===== config.mk =====
export PLATFORM = sky130hd
export DESIGN_NAME = ffa_ram
export DESIGN_NICKNAME = d
export VERILOG_FILES = /design/src/hdl/first_fit_free_list_allocator_unit_macros.svh /design/src/hdl/ffa_ram.sv
export SDC_FILE = /design/constraint.sdc
export NUM_CORES = 2
export LEC_CHECK = 0
export BUFFER_PORTS_ARGS = -buffer_cell sky130_fd_sc_hd__buf_2
export CORE_MARGIN = 4
export CORE_UTILIZATION = 30
export CTS_CLUSTER_SIZE = 28
export DETAILED_ROUTE_END_ITERATION = 10
export PLACE_DENSITY_LB_ADDON = 0.2
export SETUP_SLACK_MARGIN = 0.15
export SKIP_CTS_REPAIR_TIMING = 1
export SYNTH_ARGS = -nofsm -noshare
export SYNTH_HDL_FRONTEND = slang
export SYNTH_SLANG_ARGS = --single-unit

===== constraint.sdc =====
create_clock -name clk -period 7.93 [get_ports clk]
set_clock_uncertainty 0.2 [all_clocks]
set_input_delay 0.3965 -clock clk [delete_from_list [all_inputs] [get_ports clk]]
set_output_delay 0.3965 -clock clk [all_outputs]
set_load 0.01 [all_outputs]

===== src/hdl/first_fit_free_list_allocator_unit_macros.svh =====
// Assertion macros used by the allocator unit.
`ifndef FIRST_FIT_FREE_LIST_ALLOCATOR_UNIT_MACROS_SVH
`define FIRST_FIT_FREE_LIST_ALLOCATOR_UNIT_MACROS_SVH

// Check a property on every rising edge outside reset.
`define FFA_CHECK(lbl, clk, rst_n, prop) \
  lbl: assert property (@(posedge clk) disable iff (!rst_n) prop) \
    else $error("allocator check failed");

// Check a property on every rising edge, reset included.
`define FFA_CHECK_ALWAYS(lbl, clk, prop) \
  lbl: assert property (@(posedge clk) prop) \
    else $error("allocator check failed");

`endif


===== src/hdl/ffa_ram.sv =====
module ffa_ram #(
  parameter int W  = 64,
  parameter int D  = 64,
  parameter int AW = 6
) (
  input  logic          clk,
  input  logic          we,
  input  logic [AW-1:0] waddr,
  input  logic [W-1:0]  wdata,
  input  logic [AW-1:0] raddr,
  output logic [W-1:0]  rdata
);

  logic [W-1:0] mem [D];

  always_ff @(posedge clk) begin
    if (we) begin
      mem[waddr] <= wdata;
    end
    rdata <= mem[raddr];
  end

endmodule

==> key figures <==
Status
  – Status: finished with violations
  – Failing checks: negative hold slack

Worst hold path
  – Hold Crit Start: wdata[51]
  – Worst min path class: in -> reg
  – Hold depth: 1
  – Worst hold endpoint: mem[16][51]

Placement
  – Post-DP HPWL: roughly 260 mm
  – Placer Congestion: roughly 0.74
  – IO buf count: approximately 140

Synth
  – Top post-synthesis cells by area: edfxtp_1, mux4_2, mux2i_1, dfxtp_1, a22oi_1
  – Syn Inst Count: roughly 6,600
  – Synth area leader: edfxtp_1
  – Top-area cell type share of the netlist area: roughly four fifths
  – Post-synthesis sequential area ratio: 79.5%
  – Syn nets: about 6,700
  – Post-synth EDFFs: between 4,000 and 5,000
  – Async SR Flop Fraction: 0%
  – Synthesis-stage register bit count: 4,160
  – Syn avg cell area: 23.7 sq um
  – Syn Std Cell Area: ~160,000 sq um
  – Count leader, synth: edfxtp_1
  – Yosys cell types: 33
  – Syn. warnings: 0
  – Post-synth top flop: edfxtp_1
  – Post-synth top cells: edfxtp_1, mux4_2, buf_2, a22oi_1, clkbuf_1

Timing
  – Max Slew Vio Count: 0
  – RSZ-0062 raised after global routing: false
  – Final setup TNS: 0 ns
  – WHS: -0.0293 ns
  – Worst-Margin Slew: around 1.3 ns
  – Tmin final: between 3 and 4 ns
  – Fin. Hold Viols: approximately 210
  – Max frequency: roughly 300 MHz
  – Endpoints failing setup: 0
  – Crit share post-route: between 40% and 50%
  – Relative slew slack: roughly 15%

Global route
  – First-pass GRT wire length: around 670 mm
  – Pin count of the biggest net entering global routing: between 100 and 150
  – Vias in the first global route: 77,264
  – Initial antenna violation count: 64
  – GR Overflow Total: 0
  – Tot GR Track Use: a little under a fifth

Setup path
  – RR Startpoint: mem[58][60]
  – Worst-path maximum fanout: 70
  – Startpoint Class: input pin
  – CP endpoint kind: register
  – Critical Path AT: between 3 and 4 ns
  – Reg2reg end: rdata[60]
  – Req. time, crit path: roughly 8.5 ns
  – Flop-to-flop setup slack: 5.50 ns
  – WS Path Type: in -> reg
  – Worst R2R Path Depth: 5

Power
  – Worst vdd ir: roughly 0.2 mV
  – Cell Pwr Density: roughly 260 nW/um^2
  – Leakage: 55.4 nW

Clocking
  – Root Buffer: clkbuf_16
  – Clk sinks: 4,160
  – H-tree Lvls: 5
  – Later-pin clock latency in the skew report: between 0.9 and 1 ns
  – Clock buffer depth: 4
  – CTS tree: built
  – Inserted Clock Buffers: 444
  – Clock slew at reported path FFs: 0.06 ns

Layout
  – Area delta synth->final: 15.9%
  – Nets: 7,107
  – Fraction of layout cells with a size suffix above 1: approximately 28%
  – Fin util: 35.0%

Floorplanning
  – Starting Density: a little under a third
  – I/O pin total: between 100 and 150
  – Die Wd: 730 um
  – Site row count: between 200 and 300
  – DIE AREA: 533,000 sq um
  – Core Area: about 520,000 sq um
  – Die height: approximately 730 um

Drt
  – Number of routed nets with antenna violations: 0
  – Detailed Route WL: about 490 mm
  – Met2 WL: 244 mm
  – DRC: 0
  – Metal3 WL: 25.4 mm
  – TritonRoute pass-1 iters: 5
  – Via count: between 70,000 and 80,000
  – Met1 Wirelength: 210 mm
  – Drt wl/cell: 34.2 um
  – Iter 0 DRT Violations: 7,726
  – Top routing layer in use: met5
  – Vias per cell: 5.21

Job
  – MaxCap Viol Count: 0
-- how the worst max path moves through the flow --
stage | cells after the start | slack (ns) | startpoint | to
final | 7 | 4.68 | raddr[1] | rdata[4]
after CTS | 8 | 4.69 | raddr[0] | rdata[22]
after global placement | 8 | 3.67 | raddr[0] | rdata[45]
after floorplan | 4 | 1.90 | waddr[3] | mem[48][0]
after detailed placement | 8 | 3.65 | raddr[0] | rdata[22]
after global routing | 8 | 4.46 | raddr[0] | rdata[45]
-- report_power, final --
group	total (mW)	internal, mW	leakage (nW)	switching [mW]
registers	24.5	24.4	37.4	0.116
logic	2.14	0.758	11.0	1.38
clock network	20.4	11.8	7.00	8.62
total	47.0	36.9	55.4	10.1
-- cell type report --
| cell class | count | area, sq um |
|---|---|---|
| Fill cell | 47663 | 337000 |
| Sequential cell | 4160 | 124000 |
| Tap cell | 6916 | 8650 |
| Clock buffer | 652 | 12600 |
| Inverter | 19 | 71.3 |
| Multi-Input combinational cell | 2049 | 30800 |
| Antenna cell | 9 | 22.5 |
| Timing Repair Buffer | 355 | 3010 |
| Clock inverter | 172 | 1720 |
-- layout by cell type (no fill, tap or decap), drive strengths merged, types with 63 or more instances in the layout --
| cell type | instances |
|---|---|
| a211oi | 63 |
| a22o | 88 |
| a22oi | 168 |
| and3 | 64 |
| buf | 337 |
| clkbuf | 652 |
| clkinv | 134 |
| dfxtp | 64 |
| edfxtp | 4096 |
| mux2i | 135 |
| mux4 | 1024 |
| nor2 | 112 |
| o22ai | 83 |
-- per-layer routing --
layer	track usage, %	up-vias
li1	-	29428
met1	24.9	42180
met2	30.5	2394
met3	2.51	629
met4	4.00	10
met5	0	-
-- through the flow --
step	power, mW	cells	worst slack, ns	instance area, sq um	hold slack (ns)
2_1_floorplan	26.0	6598	1.90	156000	0.295
3_3_place_gp	27.1	13481	3.67	167000	0.616
3_5_place_dp	27.1	13481	3.65	167000	0.616
4_1_cts	47.5	14305	4.69	181000	-0.142
5_1_grt	48.6	14327	4.46	181000	0.000361
6_report	47.0	14332	4.68	181000	-0.0293
-- flip-flops by register name, summed over array words and instances, names as in the netlist --
signal / cells
mem: 4096
rdata: 64
-- critical path, stage by stage --
cell	delay, ns
buf_8	0.45
buf_12	0.39
buf_12	0.40
mux4_2	0.66
or3_1	0.33
a41oi_1	0.39
a211oi_1	0.20
-- cells by family (layout without fill, tap and decap cells) --
logic type	after synthesis	count (layout)	share of synthesized area [%]
buffers and inverters	389	1198	1.18
other	0	9	0
flip-flops	4160	4160	79.5
multiplexers	1159	1159	15.6
AND/OR/NAND/NOR	386	386	1.24
AO/OA/AOI/OAI	504	504	2.48
Power figures use the tool's default switching activity.
